<file path="config.mk">
export PLATFORM = sky130hd
export DESIGN_NAME = bellows_drive_pi_controller
export DESIGN_NICKNAME = d
export VERILOG_FILES = /design/src/design/bdpi_pkg.sv /design/src/design/bdpi_div.sv /design/src/design/bellows_drive_pi_controller.sv
export SDC_FILE = /design/constraint.sdc
export NUM_CORES = 2
export LEC_CHECK = 0
export ABC_AREA = 1
export BUFFER_PORTS_ARGS = -buffer_cell sky130_fd_sc_hd__buf_2
export CAP_MARGIN = 0
export CORE_MARGIN = 3
export CORE_UTILIZATION = 55
export DETAILED_ROUTE_END_ITERATION = 6
export PLACE_DENSITY = 0.71
export SLEW_MARGIN = 20
export SYNTH_ARGS = -nofsm -noshare
export SYNTH_HDL_FRONTEND = slang
export SYNTH_SLANG_ARGS = --single-unit
</file>
<file path="constraint.sdc">
create_clock -name clk -period 13.5 [get_ports clk]
set_input_delay 2.025 -clock clk [delete_from_list [all_inputs] [get_ports clk]]
set_output_delay 2.025 -clock clk [all_outputs]
set_load 0.005 [all_outputs]
</file>
<file path="src/design/bdpi_pkg.sv">
// Shared constants, codes and types for the bellows drive PI controller.
// Used by the top level and by the serial divider; depends on nothing.

package bdpi_pkg;

  // control periods per second, sets the velocity scale
  localparam int PERIODS_PER_SECOND = 20;

  // stream and configuration widths
  localparam int IN_TDATA_W  = 24;
  localparam int OUT_TDATA_W = 72;
  localparam int OP_W        = 3;
  localparam int CFG_IDX_W   = 3;
  localparam int CFG_DATA_W  = 16;

  // operation codes carried in the input tuser
  localparam logic [OP_W-1:0] OP_START_VOL = 3'd0;
  localparam logic [OP_W-1:0] OP_START_PRS = 3'd1;
  localparam logic [OP_W-1:0] OP_START_EXH = 3'd2;
  localparam logic [OP_W-1:0] OP_TICK_VOL  = 3'd3;
  localparam logic [OP_W-1:0] OP_TICK_PRS  = 3'd4;
  localparam logic [OP_W-1:0] OP_TICK_EXH  = 3'd5;

  // configuration register indexes
  localparam logic [CFG_IDX_W-1:0] REG_BAG_CONTACT = 3'd0;
  localparam logic [CFG_IDX_W-1:0] REG_CLOSE_STOP  = 3'd1;
  localparam logic [CFG_IDX_W-1:0] REG_MEAN_FLOW   = 3'd2;
  localparam logic [CFG_IDX_W-1:0] REG_EXH_VEL     = 3'd3;
  localparam logic [CFG_IDX_W-1:0] REG_INH_PERIODS = 3'd4;
  localparam logic [CFG_IDX_W-1:0] REG_PRS_LIMIT   = 3'd5;

  // shared multiplier geometry
  localparam int MUL_A_W = 32;
  localparam int MUL_B_W = 19;
  localparam int ACC_W   = 48;

  // Q16.16 gains and filter weights, as multiplier B operands
  localparam logic signed [MUL_B_W-1:0] KP_INH      = 19'sd4588;
  localparam logic signed [MUL_B_W-1:0] KP_EXH      = 19'sd5243;
  localparam logic signed [MUL_B_W-1:0] K_SMALL     = 19'sd66;
  localparam logic signed [MUL_B_W-1:0] KI_EXH      = 19'sd7;
  localparam logic signed [MUL_B_W-1:0] KI_PRS      = 19'sd6554;
  localparam logic signed [MUL_B_W-1:0] KP_PRS      = 19'sd131072;
  localparam logic signed [MUL_B_W-1:0] RAMP_SLOPE2 = 19'sd144180;
  localparam logic signed [MUL_B_W-1:0] FILT_OLD    = 19'sd39322;
  localparam logic signed [MUL_B_W-1:0] FILT_NEW    = 19'sd26214;
  localparam logic signed [MUL_B_W-1:0] FLOW_K_NEAR = 19'sd8;
  localparam logic signed [MUL_B_W-1:0] FLOW_K_FAR  = 19'sd12;
  // target / 8 and target / 12, both as (target * k) >> 19
  localparam logic signed [MUL_B_W-1:0] RECIP_8     = 19'sd65536;
  localparam logic signed [MUL_B_W-1:0] RECIP_12    = 19'sd43691;

  // ramp factor terms
  localparam int             RAMP_W    = 17;
  localparam logic [RAMP_W-1:0] RAMP_BASE = 17'd13107;
  localparam logic [RAMP_W-1:0] FLOW_HIGH = 17'd85197;

  // start duties and exhale clamp
  localparam logic [7:0] DUTY_START_VOL = 8'd60;
  localparam logic [7:0] DUTY_START_PRS = 8'd80;
  localparam logic [7:0] DUTY_START_EXH = 8'd18;
  localparam logic [7:0] DUTY_MIN       = 8'd0;
  localparam logic [7:0] DUTY_MAX       = 8'd255;
  localparam logic [7:0] DUTY_EXH_MIN   = 8'd35;
  localparam logic [7:0] DUTY_EXH_MAX   = 8'd40;

  // serial divider geometry: ramp numerator over inhale periods
  localparam int DIV_DVD_W = 27;
  localparam int DIV_DVS_W = 10;

  typedef struct packed {
    logic                 start;
    logic [DIV_DVD_W-1:0] dividend;
    logic [DIV_DVS_W-1:0] divisor;
  } div_req_t;

  typedef struct packed {
    logic                 done;
    logic [DIV_DVD_W-1:0] quotient;
  } div_rsp_t;

endpackage

</file>
<file path="src/design/bdpi_div.sv">
// Restoring serial divider, one quotient bit per cycle.
// Depends on bdpi_pkg for widths and the request/response types.

module bdpi_div (
  input  logic               clk,
  input  logic               rst,
  input  bdpi_pkg::div_req_t req,
  output bdpi_pkg::div_rsp_t rsp
);
  import bdpi_pkg::*;

  localparam int CNT_W = $clog2(DIV_DVD_W + 1);

  logic [DIV_DVD_W-1:0] dvd;
  logic [DIV_DVS_W-1:0] dvs;
  logic [DIV_DVS_W-1:0] rem;
  logic [CNT_W-1:0]     cnt;
  logic                 done;
  logic [DIV_DVS_W:0]   rem_sh;
  logic [DIV_DVS_W:0]   rem_sub;
  logic                 fits;

  // trial subtract of the divisor from the shifted remainder
  always_comb begin
    rem_sh  = {rem, dvd[DIV_DVD_W-1]};
    fits    = (rem_sh >= {1'b0, dvs});
    rem_sub = rem_sh - {1'b0, dvs};
  end

  // count iterations and flag completion
  always_ff @(posedge clk) begin
    if (rst) begin
      cnt  <= '0;
      done <= 1'b0;
    end else begin
      done <= 1'b0;
      if (req.start) begin
        cnt <= CNT_W'(DIV_DVD_W);
      end else if (cnt != '0) begin
        cnt <= cnt - 1'b1;
        if (cnt == CNT_W'(1)) begin
          done <= 1'b1;
        end
      end
    end
  end

  // shift quotient bits into the dividend register
  always_ff @(posedge clk) begin
    if (req.start) begin
      dvd <= req.dividend;
      dvs <= req.divisor;
      rem <= '0;
    end else if (cnt != '0) begin
      rem <= fits ? rem_sub[DIV_DVS_W-1:0] : rem_sh[DIV_DVS_W-1:0];
      dvd <= {dvd[DIV_DVD_W-2:0], fits};
    end
  end

  assign rsp.done     = done;
  assign rsp.quotient = dvd;

endmodule

</file>
<file path="src/design/bellows_drive_pi_controller.sv">
// Bellows drive PI controller: one item per control period, one result per item.
// Phase starts take the shortest path, pressure and exhale ticks add their error steps, and
// volume ticks take the longest path, longer still while the target flow ramps through the serial divider.
// One item at a time: a shared 32x19 multiplier and one accumulator are stepped by a sequencer.
// The next item can be accepted in the cycle after the result is loaded into the output register.
// Synchronous active-high reset clears configuration to defaults and all loop state to zero.

module bellows_drive_pi_controller (
  input  logic                                 clk,
  input  logic                                 rst,
  // configuration write port
  input  logic                                 cfg_we,
  input  logic [bdpi_pkg::CFG_IDX_W-1:0]       cfg_index,
  input  logic [bdpi_pkg::CFG_DATA_W-1:0]      cfg_data,
  // input item stream
  input  logic                                 s_axis_tvalid,
  output logic                                 s_axis_tready,
  // [15:0] position, [22:16] pressure_mbar, [23] zero
  input  logic [bdpi_pkg::IN_TDATA_W-1:0]      s_axis_tdata,
  // [2:0] op
  input  logic [bdpi_pkg::OP_W-1:0]            s_axis_tuser,
  // result item stream
  output logic                                 m_axis_tvalid,
  input  logic                                 m_axis_tready,
  // [7:0] duty_cycle, [24:8] velocity, [45:25] flow_estimate,
  // [66:46] filtered_flow, [67] stop_inhale, [71:68] zero
  output logic [bdpi_pkg::OUT_TDATA_W-1:0]     m_axis_tdata
);
  import bdpi_pkg::*;

  typedef enum logic [20:0] {
    S_IDLE   = 21'h000001,
    S_START  = 21'h000002,
    S_V_VEL  = 21'h000004,
    S_V_SAT  = 21'h000008,
    S_V_FLW  = 21'h000010,
    S_V_FNEW = 21'h000020,
    S_V_FACC = 21'h000040,
    S_V_FFLT = 21'h000080,
    S_V_DIV  = 21'h000100,
    S_V_TGT  = 21'h000200,
    S_V_TDIV = 21'h000400,
    S_V_TVEL = 21'h000800,
    S_P_ERR  = 21'h001000,
    S_E_VEL  = 21'h002000,
    S_E_SAT  = 21'h004000,
    S_E_ERR  = 21'h008000,
    S_D_INT  = 21'h010000,
    S_D_P    = 21'h020000,
    S_D_I    = 21'h040000,
    S_D_CL   = 21'h080000,
    S_OUT    = 21'h100000
  } state_t;

  // divide by 65536 truncating toward zero
  function automatic logic signed [31:0] trunc16(input logic signed [ACC_W-1:0] a);
    logic signed [31:0] q;
    q = a[47:16];
    if (a[ACC_W-1] && (a[15:0] != 16'd0)) begin
      q = q + 32'sd1;
    end
    return q;
  endfunction

  state_t state;

  // configuration registers
  logic signed [15:0] bag_contact_position;
  logic signed [15:0] close_stop_position;
  logic [14:0]        mean_flow_target;
  logic [11:0]        exhale_velocity_target;
  logic [9:0]         inhale_periods;
  logic [6:0]         pressure_limit;

  // loop state
  logic signed [15:0] previous_position;
  logic [15:0]        step_count;
  logic signed [31:0] error_integral;
  logic [7:0]         duty_register;
  logic signed [20:0] flow_filter;

  // captured item and working registers
  logic [OP_W-1:0]     op;
  logic signed [15:0]  position;
  logic [6:0]          pressure_mbar;
  logic signed [16:0]  velocity;
  logic signed [20:0]  flow_estimate;
  logic                stop_inhale;
  logic signed [17:0]  err;
  logic [RAMP_W-1:0]   ramp_factor;
  logic                near_prev;
  logic                near_pos;
  logic                ramp;
  logic signed [ACC_W-1:0] acc;
  logic signed [ACC_W-1:0] prod;

  // shared multiplier operands
  logic signed [MUL_A_W-1:0]         mul_a;
  logic signed [MUL_B_W-1:0]         mul_b;
  logic signed [MUL_A_W+MUL_B_W-1:0] mul_full;

  logic signed [16:0] diff_back;
  logic signed [16:0] diff_fwd;
  logic signed [16:0] bag_prev;
  logic signed [16:0] bag_pos;
  logic signed [16:0] vel_sat;
  logic signed [32:0] int_sum;
  logic signed [31:0] int_sat;
  logic signed [31:0] duty_raw;
  logic [7:0]         clamp_lo;
  logic [7:0]         clamp_hi;
  logic [7:0]         duty_clamped;
  logic signed [MUL_B_W-1:0] kp;
  logic signed [MUL_B_W-1:0] ki;
  logic [12:0]        target_vel;
  logic               in_accept;
  logic               out_load;
  div_req_t           div_req;
  div_rsp_t           div_rsp;

  assign s_axis_tready = (state == S_IDLE);
  assign in_accept     = s_axis_tvalid && s_axis_tready;
  assign out_load      = (state == S_OUT) && (!m_axis_tvalid || m_axis_tready);

  // position differences and branch conditions
  always_comb begin
    diff_back = {previous_position[15], previous_position} - {position[15], position};
    diff_fwd  = {position[15], position} - {previous_position[15], previous_position};
    bag_prev  = {bag_contact_position[15], bag_contact_position}
              - {previous_position[15], previous_position};
    bag_pos   = {bag_contact_position[15], bag_contact_position} - {position[15], position};
  end

  // saturate the scaled position step to the velocity range
  always_comb begin
    if (prod > 48'sd65535) begin
      vel_sat = 17'sd65535;
    end else if (prod < -48'sd65535) begin
      vel_sat = -17'sd65535;
    end else begin
      vel_sat = prod[16:0];
    end
  end

  // saturating integral update
  always_comb begin
    int_sum = {error_integral[31], error_integral} + {{15{err[17]}}, err};
    case (int_sum[32:31])
      2'b01:   int_sat = 32'sh7FFF_FFFF;
      2'b10:   int_sat = 32'sh8000_0000;
      default: int_sat = int_sum[31:0];
    endcase
  end

  // gains and duty limits of the active law
  always_comb begin
    kp       = K_SMALL;
    ki       = K_SMALL;
    clamp_lo = DUTY_MIN;
    clamp_hi = DUTY_MAX;
    case (op)
      OP_TICK_PRS: begin
        kp = KP_PRS;
        ki = KI_PRS;
      end
      OP_TICK_EXH: begin
        kp       = err[17] ? K_SMALL : KP_EXH;
        ki       = KI_EXH;
        clamp_lo = DUTY_EXH_MIN;
        clamp_hi = DUTY_EXH_MAX;
      end
      default: begin
        kp = err[17] ? K_SMALL : KP_INH;
      end
    endcase
  end

  // final duty: truncate, then clamp
  always_comb begin
    duty_raw = trunc16(acc);
    if (duty_raw < $signed({24'd0, clamp_lo})) begin
      duty_clamped = clamp_lo;
    end else if (duty_raw > $signed({24'd0, clamp_hi})) begin
      duty_clamped = clamp_hi;
    end else begin
      duty_clamped = duty_raw[7:0];
    end
  end

  assign target_vel = prod[31:19];

  // select multiplier operands per step
  always_comb begin
    mul_a = '0;
    mul_b = '0;
    unique case (state)
      S_V_VEL: begin
        mul_a = {{15{diff_back[16]}}, diff_back};
        mul_b = MUL_B_W'(PERIODS_PER_SECOND);
      end
      S_E_VEL: begin
        mul_a = {{15{diff_fwd[16]}}, diff_fwd};
        mul_b = MUL_B_W'(PERIODS_PER_SECOND);
      end
      S_V_SAT: begin
        mul_a = {{11{flow_filter[20]}}, flow_filter};
        mul_b = FILT_OLD;
      end
      S_V_FLW: begin
        mul_a = {{15{velocity[16]}}, velocity};
        mul_b = near_prev ? FLOW_K_NEAR : FLOW_K_FAR;
      end
      S_V_FNEW: begin
        mul_a = prod[31:0];
        mul_b = FILT_NEW;
      end
      S_V_FACC: begin
        mul_a = {16'd0, step_count};
        mul_b = RAMP_SLOPE2;
      end
      S_V_TGT: begin
        mul_a = {17'd0, mean_flow_target};
        mul_b = {2'b00, ramp_factor};
      end
      S_V_TDIV: begin
        mul_a = {16'd0, prod[31:16]};
        mul_b = near_pos ? RECIP_8 : RECIP_12;
      end
      S_D_INT: begin
        mul_a = {{14{err[17]}}, err};
        mul_b = kp;
      end
      S_D_P: begin
        mul_a = error_integral;
        mul_b = ki;
      end
      default: begin
        mul_a = '0;
        mul_b = '0;
      end
    endcase
  end

  assign mul_full = mul_a * mul_b;

  // ramp numerator over inhale periods
  assign div_req.start    = (state == S_V_FFLT) && ramp;
  assign div_req.dividend = prod[DIV_DVD_W-1:0];
  assign div_req.divisor  = inhale_periods;

  bdpi_div u_div (
    .clk (clk),
    .rst (rst),
    .req (div_req),
    .rsp (div_rsp)
  );

  // configuration writes
  always_ff @(posedge clk) begin
    if (rst) begin
      bag_contact_position   <= '0;
      close_stop_position    <= '0;
      mean_flow_target       <= '0;
      exhale_velocity_target <= '0;
      inhale_periods         <= 10'd20;
      pressure_limit         <= 7'd20;
    end else if (cfg_we) begin
      unique case (cfg_index)
        REG_BAG_CONTACT: bag_contact_position   <= cfg_data;
        REG_CLOSE_STOP:  close_stop_position    <= cfg_data;
        REG_MEAN_FLOW:   mean_flow_target       <= cfg_data[14:0];
        REG_EXH_VEL:     exhale_velocity_target <= cfg_data[11:0];
        REG_INH_PERIODS: inhale_periods         <= cfg_data[9:0];
        REG_PRS_LIMIT:   pressure_limit         <= cfg_data[6:0];
        default: ;
      endcase
    end
  end

  // sequencer and loop state
  always_ff @(posedge clk) begin
    if (rst) begin
      state             <= S_IDLE;
      previous_position <= '0;
      step_count        <= '0;
      error_integral    <= '0;
      duty_register     <= '0;
      flow_filter       <= '0;
      m_axis_tvalid     <= 1'b0;
    end else begin
      if (m_axis_tready) begin
        m_axis_tvalid <= 1'b0;
      end
      unique case (state)
        S_IDLE: begin
          if (in_accept) begin
            case (s_axis_tuser)
              OP_START_VOL, OP_START_PRS, OP_START_EXH: state <= S_START;
              OP_TICK_VOL: state <= S_V_VEL;
              OP_TICK_PRS: state <= S_P_ERR;
              OP_TICK_EXH: state <= S_E_VEL;
              default:     state <= S_OUT;
            endcase
          end
        end
        S_START: begin
          previous_position <= position;
          step_count        <= '0;
          error_integral    <= '0;
          case (op)
            OP_START_VOL: duty_register <= DUTY_START_VOL;
            OP_START_PRS: duty_register <= DUTY_START_PRS;
            default:      duty_register <= DUTY_START_EXH;
          endcase
          state <= S_OUT;
        end
        S_V_VEL:  state <= S_V_SAT;
        S_V_SAT:  state <= S_V_FLW;
        S_V_FLW:  state <= S_V_FNEW;
        S_V_FNEW: state <= S_V_FACC;
        S_V_FACC: state <= S_V_FFLT;
        S_V_FFLT: begin
          flow_filter <= trunc16(acc)[20:0];
          state       <= ramp ? S_V_DIV : S_V_TGT;
        end
        S_V_DIV: begin
          if (div_rsp.done) begin
            state <= S_V_TGT;
          end
        end
        S_V_TGT:  state <= S_V_TDIV;
        S_V_TDIV: state <= S_V_TVEL;
        S_V_TVEL: state <= S_D_INT;
        S_P_ERR:  state <= S_D_INT;
        S_E_VEL:  state <= S_E_SAT;
        S_E_SAT:  state <= S_E_ERR;
        S_E_ERR:  state <= S_D_INT;
        S_D_INT: begin
          // pressure law drops the integral over its first four ticks
          if ((op == OP_TICK_PRS) && (step_count < 16'd4)) begin
            error_integral <= '0;
          end else begin
            error_integral <= int_sat;
          end
          state <= S_D_P;
        end
        S_D_P: state <= S_D_I;
        S_D_I: state <= S_D_CL;
        S_D_CL: begin
          duty_register     <= duty_clamped;
          previous_position <= position;
          if ((op != OP_TICK_EXH) && (step_count != 16'hFFFF)) begin
            step_count <= step_count + 16'd1;
          end
          state <= S_OUT;
        end
        S_OUT: begin
          if (out_load) begin
            m_axis_tvalid <= 1'b1;
            state         <= S_IDLE;
          end
        end
        default: state <= S_IDLE;
      endcase
    end
  end

  // datapath registers
  always_ff @(posedge clk) begin
    prod <= mul_full[ACC_W-1:0];
    if (in_accept) begin
      op            <= s_axis_tuser;
      position      <= s_axis_tdata[15:0];
      pressure_mbar <= s_axis_tdata[22:16];
      velocity      <= '0;
      flow_estimate <= '0;
      stop_inhale   <= 1'b0;
    end
    case (state)
      S_V_VEL: begin
        near_prev <= (bag_prev < 17'sd60);
        near_pos  <= (bag_pos < 17'sd60);
        ramp      <= (step_count < {7'd0, inhale_periods[9:1]});
      end
      S_V_SAT, S_E_SAT: velocity <= vel_sat;
      S_V_FLW: acc <= prod;
      S_V_FNEW: flow_estimate <= prod[20:0];
      S_V_FACC: acc <= acc + prod;
      S_V_FFLT: ramp_factor <= FLOW_HIGH;
      S_V_DIV: begin
        if (div_rsp.done) begin
          ramp_factor <= div_rsp.quotient[RAMP_W-1:0] + RAMP_BASE;
        end
      end
      S_V_TVEL: err <= {5'd0, target_vel} - {velocity[16], velocity};
      S_P_ERR: begin
        err         <= {11'd0, pressure_limit} - {11'd0, pressure_mbar};
        stop_inhale <= (position < close_stop_position);
      end
      S_E_ERR: err <= {6'd0, exhale_velocity_target} - {velocity[16], velocity};
      S_D_P: acc <= $signed({24'd0, duty_register, 16'd0}) + prod;
      S_D_I: acc <= acc + prod;
      default: ;
    endcase
  end

  // result register
  always_ff @(posedge clk) begin
    if (out_load) begin
      m_axis_tdata <= {4'd0, stop_inhale, flow_filter, flow_estimate, velocity, duty_register};
    end
  end

endmodule
</file>
**Word level (Yosys, flattened, before mapping)**

Cells that the tools add are included.
W data, S select, Z words.

- Word-level logic and storage cells: 189
- Register bits: 511

- Multiplexer cells: 47
- Equality and inequality tests: 43
- Bitwise gates (word level): 1
- Reductions and logical operators: 39
- Magnitude comparators: 10
- Add/subtract/negate cells: 15
- Multiply operators: 1

Operators by type and width:

| kind | number |
|---|---|
| $pmux W21 S18 | 1 |
| $pmux W32 S10 | 1 |
| $pmux W18 S9 | 1 |
| $pmux W48 S3 | 1 |
| $pmux W32 S2 | 2 |
| $mux W21 | 5 |
| $mux W17 | 6 |
| $pmux W21 S4 | 1 |
| $sub A16 B16 Y17 | 4 |
| $mux W32 | 2 |
| $mux W27 | 2 |
| $pmux W18 S3 | 1 |
| $add A25 B48 Y48 | 1 |
| $add A48 B48 Y48 | 1 |
| $gt A48 B17 Y1 const B | 1 |
| $lt A48 B17 Y1 const B | 1 |
| $mul A32 B19 Y48 | 1 |
| $pmux W18 S2 | 1 |
| $lt A17 B7 Y1 const B | 2 |
| $pmux W17 S2 | 1 |
| $add A32 B18 Y33 | 1 |
| $add A32 B2 Y32 const B | 1 |
| $gt A32 B9 Y1 | 1 |
| $lt A32 B9 Y1 | 1 |
| other kinds (67) | 116 |

**Depth between registers and ports, before layout**

- Word-level depth: 7
- Mapped depth: 45

**By module**

From an unflattened synthesis, not the netlist that was laid out.

- Cell total of the unflattened synthesis: 6822
- Area total of the unflattened synthesis: 52629.2 um^2

Modules (own cells, without submodules):

| module | area each (um^2) | cells an instance | sequential area each (um^2) | instances |
|---|---|---|---|---|
| bellows_drive_pi_controller | 49825.3 | 6481 | 11360.9 | 1 |
| bdpi_div | 2803.9 | 341 | 1431.4 | 1 |

**Worst setup path after synthesis**

Ideal clock, no wire load.

- Kind: register -> register
- From: reg position[0]
- To: reg prod[42]
- Setup time: 0.123 ns
- Required time: 13.377 ns
- Stages on the path, launching flop included: 40
- Arrival: 7.395 ns
- Setup slack: 5.982 ns
- Buffers on the path: 1
- Cells stage by stage: edfxtp_1 > inv_1 > ha_1 > inv_1 > fa_1 > a21oi_1 > inv_1 > a21oi_1 > nor2_1 > a311oi_1 > nor2_1 > o2111ai_2 > buf_2 > nand2_1 > fa_1 > inv_1 > fa_1 > inv_1 > (+4 left out) > inv_1 > fa_1 > inv_1 > ha_1 > nand2_1 > nor2_1 > inv_1 > nor3_1 > nand4_1 > nand3_1 > nand2_1 > o211ai_1 > nand2_1 > o211ai_1 > nand2_1 > nand2_1 > a21oi_1 > xor2_1

- Cells in the longest elaborated chain, start to end: 3

RTL lines:

| item | RTL line | text |
|---|---|---|
| start, declared | bellows_drive_pi_controller.sv:84 | `logic signed [15:0] position;` |
| start signal, assigned | bellows_drive_pi_controller.sv:373 | `position <= s_axis_tdata[15:0];` |
| $sub A16 B16 Y17 (on tied branches) | bellows_drive_pi_controller.sv:128, bellows_drive_pi_controller.sv:127 |  |
| $pmux W32 S10 * | bellows_drive_pi_controller.sv:196 | `unique case (state)` |
| $mul A32 B19 Y48 * | bellows_drive_pi_controller.sv:244 | `assign mul_full = mul_a * mul_b;` |
| via mul_full[42] | bellows_drive_pi_controller.sv:100 | `logic signed [MUL_A_W+MUL_B_W-1:0] mul_full;` |
| end signal, assigned | bellows_drive_pi_controller.sv:370 | `prod <= mul_full[ACC_W-1:0];` |
| end, declared | bellows_drive_pi_controller.sv:95 | `logic signed [ACC_W-1:0] prod;` |

Mark *: on every way through the listed nets, which the timed path passes. The rest lies on a longest branch.
A chain may end at the register's enable or synchronous reset.

**Worst setup path after layout**

- From: reg state[20]
- To: reg prod[42]

- Cells in the longest elaborated chain, start to end: 4

RTL lines:

| item | RTL line | text |
|---|---|---|
| start, declared | bellows_drive_pi_controller.sv:65 | `state_t state;` |
| start signal, assigned | bellows_drive_pi_controller.sv:324 | `state <= ramp ? S_V_DIV : S_V_TGT;` |
| $eq A21 B3 Y1 or $eq A21 B14 Y1 (tied branches) | bellows_drive_pi_controller.sv:196 |  |
| $reduce_or A2 Y1 (no source line) | -- |  |
| $pmux W18 S9 | bellows_drive_pi_controller.sv:196 |  |
| $mul A32 B19 Y48 * | bellows_drive_pi_controller.sv:244 |  |
| via mul_full[42] | bellows_drive_pi_controller.sv:100 |  |

Marked as above.

==> impl_metrics.py <==
metrics = {
    "run_status": {
        "status": "finished with violations",
        "violations": "design-rule violations",
    },
    "sta": {
        "fin_setup_tns_ns": 0,
        "max_freq_ghz": 0.0980,
        "setup_slack_ns": 3.30,
        "slew_headroom_pct": 16.5,
        "fin_crit_sh_pct": 75.6,
        "rsz0062_at_grt": "false",
        "holdWs_ns": 0.419,
        "hold_viol_final": 0,
        "worst_slew_pin_slew_ns": 1.25,
        "skew_ns": 0.0772,
        "finalSetupViolations": 0,
        "slew_violations": 0,
        "finalCriticalPeriod_ns": 10.20,
    },
    "setup_path": {
        "crit_type": "register to register",
        "cpPeakStageDelay_ns": 1.12,
        "cp.required_ns": 14.12,
        "startpoint_type": "register",
        "cp_max_fo": 21,
        "cp_slowest_cell": "a2111oi_1",
        "critPathLaunch": "state[20]",
        "critPathArrivalTime_ns": 10.82,
        "reg2reg_depth": 35,
        "r2r_start": "state[20]",
        "end_kind": "register",
    },
    "detailed_routing": {
        "first_iter_violations": 4930,
        "firstDrtPassIters": 7,
        "wl_per_cell_um": 21.0,
        "wl_mm": 168,
        "drc": 11,
        "drtAntennaViolNets": 0,
        "vias": 44972,
        "vias_per_cell": 5.64,
    },
    "yosys": {
        "synth.most_common_cell": "inv_1",
        "synth_edf_count": 256,
        "synthTopCellsByArea": "fa_1, edfxtp_1, inv_1",
        "ys_warn_count": 0,
        "yosys.area.top_type": "fa_1",
        "ys_ff_latch": 511,
        "syn_inst": 6588,
        "synth.distinct_cells": 78,
        "yosys-top-cells-count": "inv_1, nand2_1, nor2_1",
        "async_flop_share_pct": 0,
        "synth_area_um2": 51500,
        "synth-seq-area-share_pct": 24.9,
        "synth.avg_cell_area_um2": 7.81,
        "synthDominantCellAreaShare_pct": 21.2,
        "synth_ff_type": "edfxtp_1",
    },
    "clock_network": {
        "h-tree-depth": 2,
        "clk-insertion-delay-late_ns": 0.70,
        "cts.clk_slew.worst_paths_ns": 0.07,
        "cts_setup_buffers": 0,
        "cts_root_buf": "clkbuf_16",
        "clock_tree.buffer_depth": 3,
        "cts_hold_buf": 0,
        "ctsResizeCount": 0,
        "cts_inserted_buffers": 57,
        "cts_tree": "yes",
        "cts.sinks": 511,
    },
    "placement": {
        "hpwl_mm": 135,
        "portBuffers": 119,
        "placedCellCount": 7863,
        "pre_cts_ws_ns": 3.70,
        "place.gp.congestion": 1.00,
    },
    "power_and_ir_drop": {
        "power_mw": 5.14,
        "intPower_mw": 3.29,
        "power_density_nw_per_um2": 92.8,
        "ir_worst_vdd_mv": 0.125,
        "pwr-share-comb_pct": 27.5,
        "clock_power_share_pct": 32.7,
        "switching_power_mw": 1.85,
        "swShare_pct": 36.0,
        "power_frac_seq_pct": 39.8,
        "power.leakage_nw": 26.8,
    },
    "global_route": {
        "overflow": 0,
        "track_usage_pct": 34.5,
        "grt_pass1_vias": 43951,
        "grt_max_degree": 94,
        "grt_pass1_wl_mm": 257,
        "antenna_found_initial": 3,
    },
    "cells_and_area": {
        "final-seq-area_um2": 12800,
        "nets": 7614,
        "fin_cells": 7973,
        "syn_to_final_growth_pct": 7.69,
        "n_fill_cell": 8495,
        "multiInputGateArea_um2": 32600,
        "drive_gt1_share_pct": 6.69,
    },
    "floorplanning": {
        "fp-row-count": 111,
        "dieArea_um2": 97300,
        "die_y_um": 312,
        "io_pins": 125,
        "die_w_um": 312,
        "start_util_pct": 55.8,
        "design.core.area_um2": 92200,
    },
    "min_path": {
        "min_from": "flow_estimate[18]",
        "hold_path_class": "register to register",
        "holdPathStages": 0,
    },
    "run": {
        "maxCapViolCount": 0,
    },
}
==> registers in the layout (all words and copies together) (netlist names), 12 cells and up <==
register,count
step_count,16
err,18
ramp_factor,17
state,21
previous_position,16
close_stop_position,16
u_div.dvd,27
bag_contact_position,16
velocity,17
prod,48
m_axis_tdata,68
error_integral,32
exhale_velocity_target,12
acc,48
flow_filter,21
mean_flow_target,15
flow_estimate,21
position,16
==> critical path, delay by kind of cell, from the launching register on <==
kind / cells / cell delay, ns
buffers and inverters: 9 / 1.70
flip-flops: 1 / 0.52
AND/OR/NAND/NOR: 10 / 1.75
AO/OA/AOI/OAI: 8 / 2.40
adder cells (fa/ha/maj): 7 / 3.56
XOR/XNOR: 1 / 0.15
==> layout by cell type, fill, tap and decap left out, drive strengths merged, types with 17 or more instances in the layout <==
master,count
xnor2,47
a211oi,24
nand3,160
a31oi,18
o21bai,17
edfxtp,256
o21ai,430
conb,19
fa,545
o22ai,28
nor4,28
a21o,20
a21oi,516
dfxtp,255
a221oi,17
buf,169
ha,339
clkbuf,76
inv,1447
nand4,56
a22oi,17
nor3,63
xor2,91
clkinv,23
o21a,19
nor2,654
nand2,1263
o211ai,19
==> kinds of logic (layout without fill, tap and decap cells) <==
logic type               after synthesis  after routing  synth area share [%]
XOR/XNOR                             138            138                  2.35
AND/OR/NAND/NOR                     2259           2259                  18.3
flip-flops                           511            511                  24.9
other                                  1             21               0.00729
AO/OA/AOI/OAI                       1190           1190                  13.0
buffers and inverters               1603           1725                  12.0
adder cells (fa/ha/maj)              884            884                  29.4
multiplexers                           2              2                0.0413
==> stage by stage <==
stage	util [%]	cell area (um2)
2_1_floorplan	-	51500
3_3_place_gp	57.9	53400
3_5_place_dp	57.9	53400
4_1_cts	60.1	55400
5_1_grt	60.1	55400
6_report	60.1	55400
==> power groups by stage <==
stage / registers (mW) / logic, mW / clock network (mW)
after floorplan: 2.00 / 1.00 / 0
after global placement: 2.07 / 1.34 / 0
after detailed placement: 2.07 / 1.38 / 0
after CTS: 2.04 / 1.38 / 1.69
after global routing: 2.06 / 1.57 / 1.75
final: 2.05 / 1.41 / 1.68
==> per-layer routing <==
metal / GRT usage [%] / routed length (um) / up-vias
met3: 8.14 / 18700 / 379
li1: - / - / 20959
met5: 0 / 13 / -
met2: 52.0 / 71300 / 2206
met4: 14.8 / 8410 / 2
met1: 47.6 / 69300 / 21426
==> final timing paths <==
path / slack [ns] / endpoint
min: 0.42 / m_axis_tdata[43]
max: 3.30 / prod[42]
min reg2reg: 0.42 / m_axis_tdata[43]
max reg2reg: 3.30 / prod[42]
==> final cells by class <==
| class | instances | share of cell area (%) |
|---|---|---|
| Sequential cell | 511 | 23.1 |
| Timing Repair Buffer | 169 | 1.75 |
| Antenna cell | 2 | 0.00903 |
| Multi-Input combinational cell | 4492 | 58.9 |
| Tap cell | 1243 | 2.81 |
| Inverter | 1448 | 9.82 |
| Clock inverter | 32 | 0.752 |
| Clock buffer | 76 | 2.93 |
(Power assumes the default switching activity.)
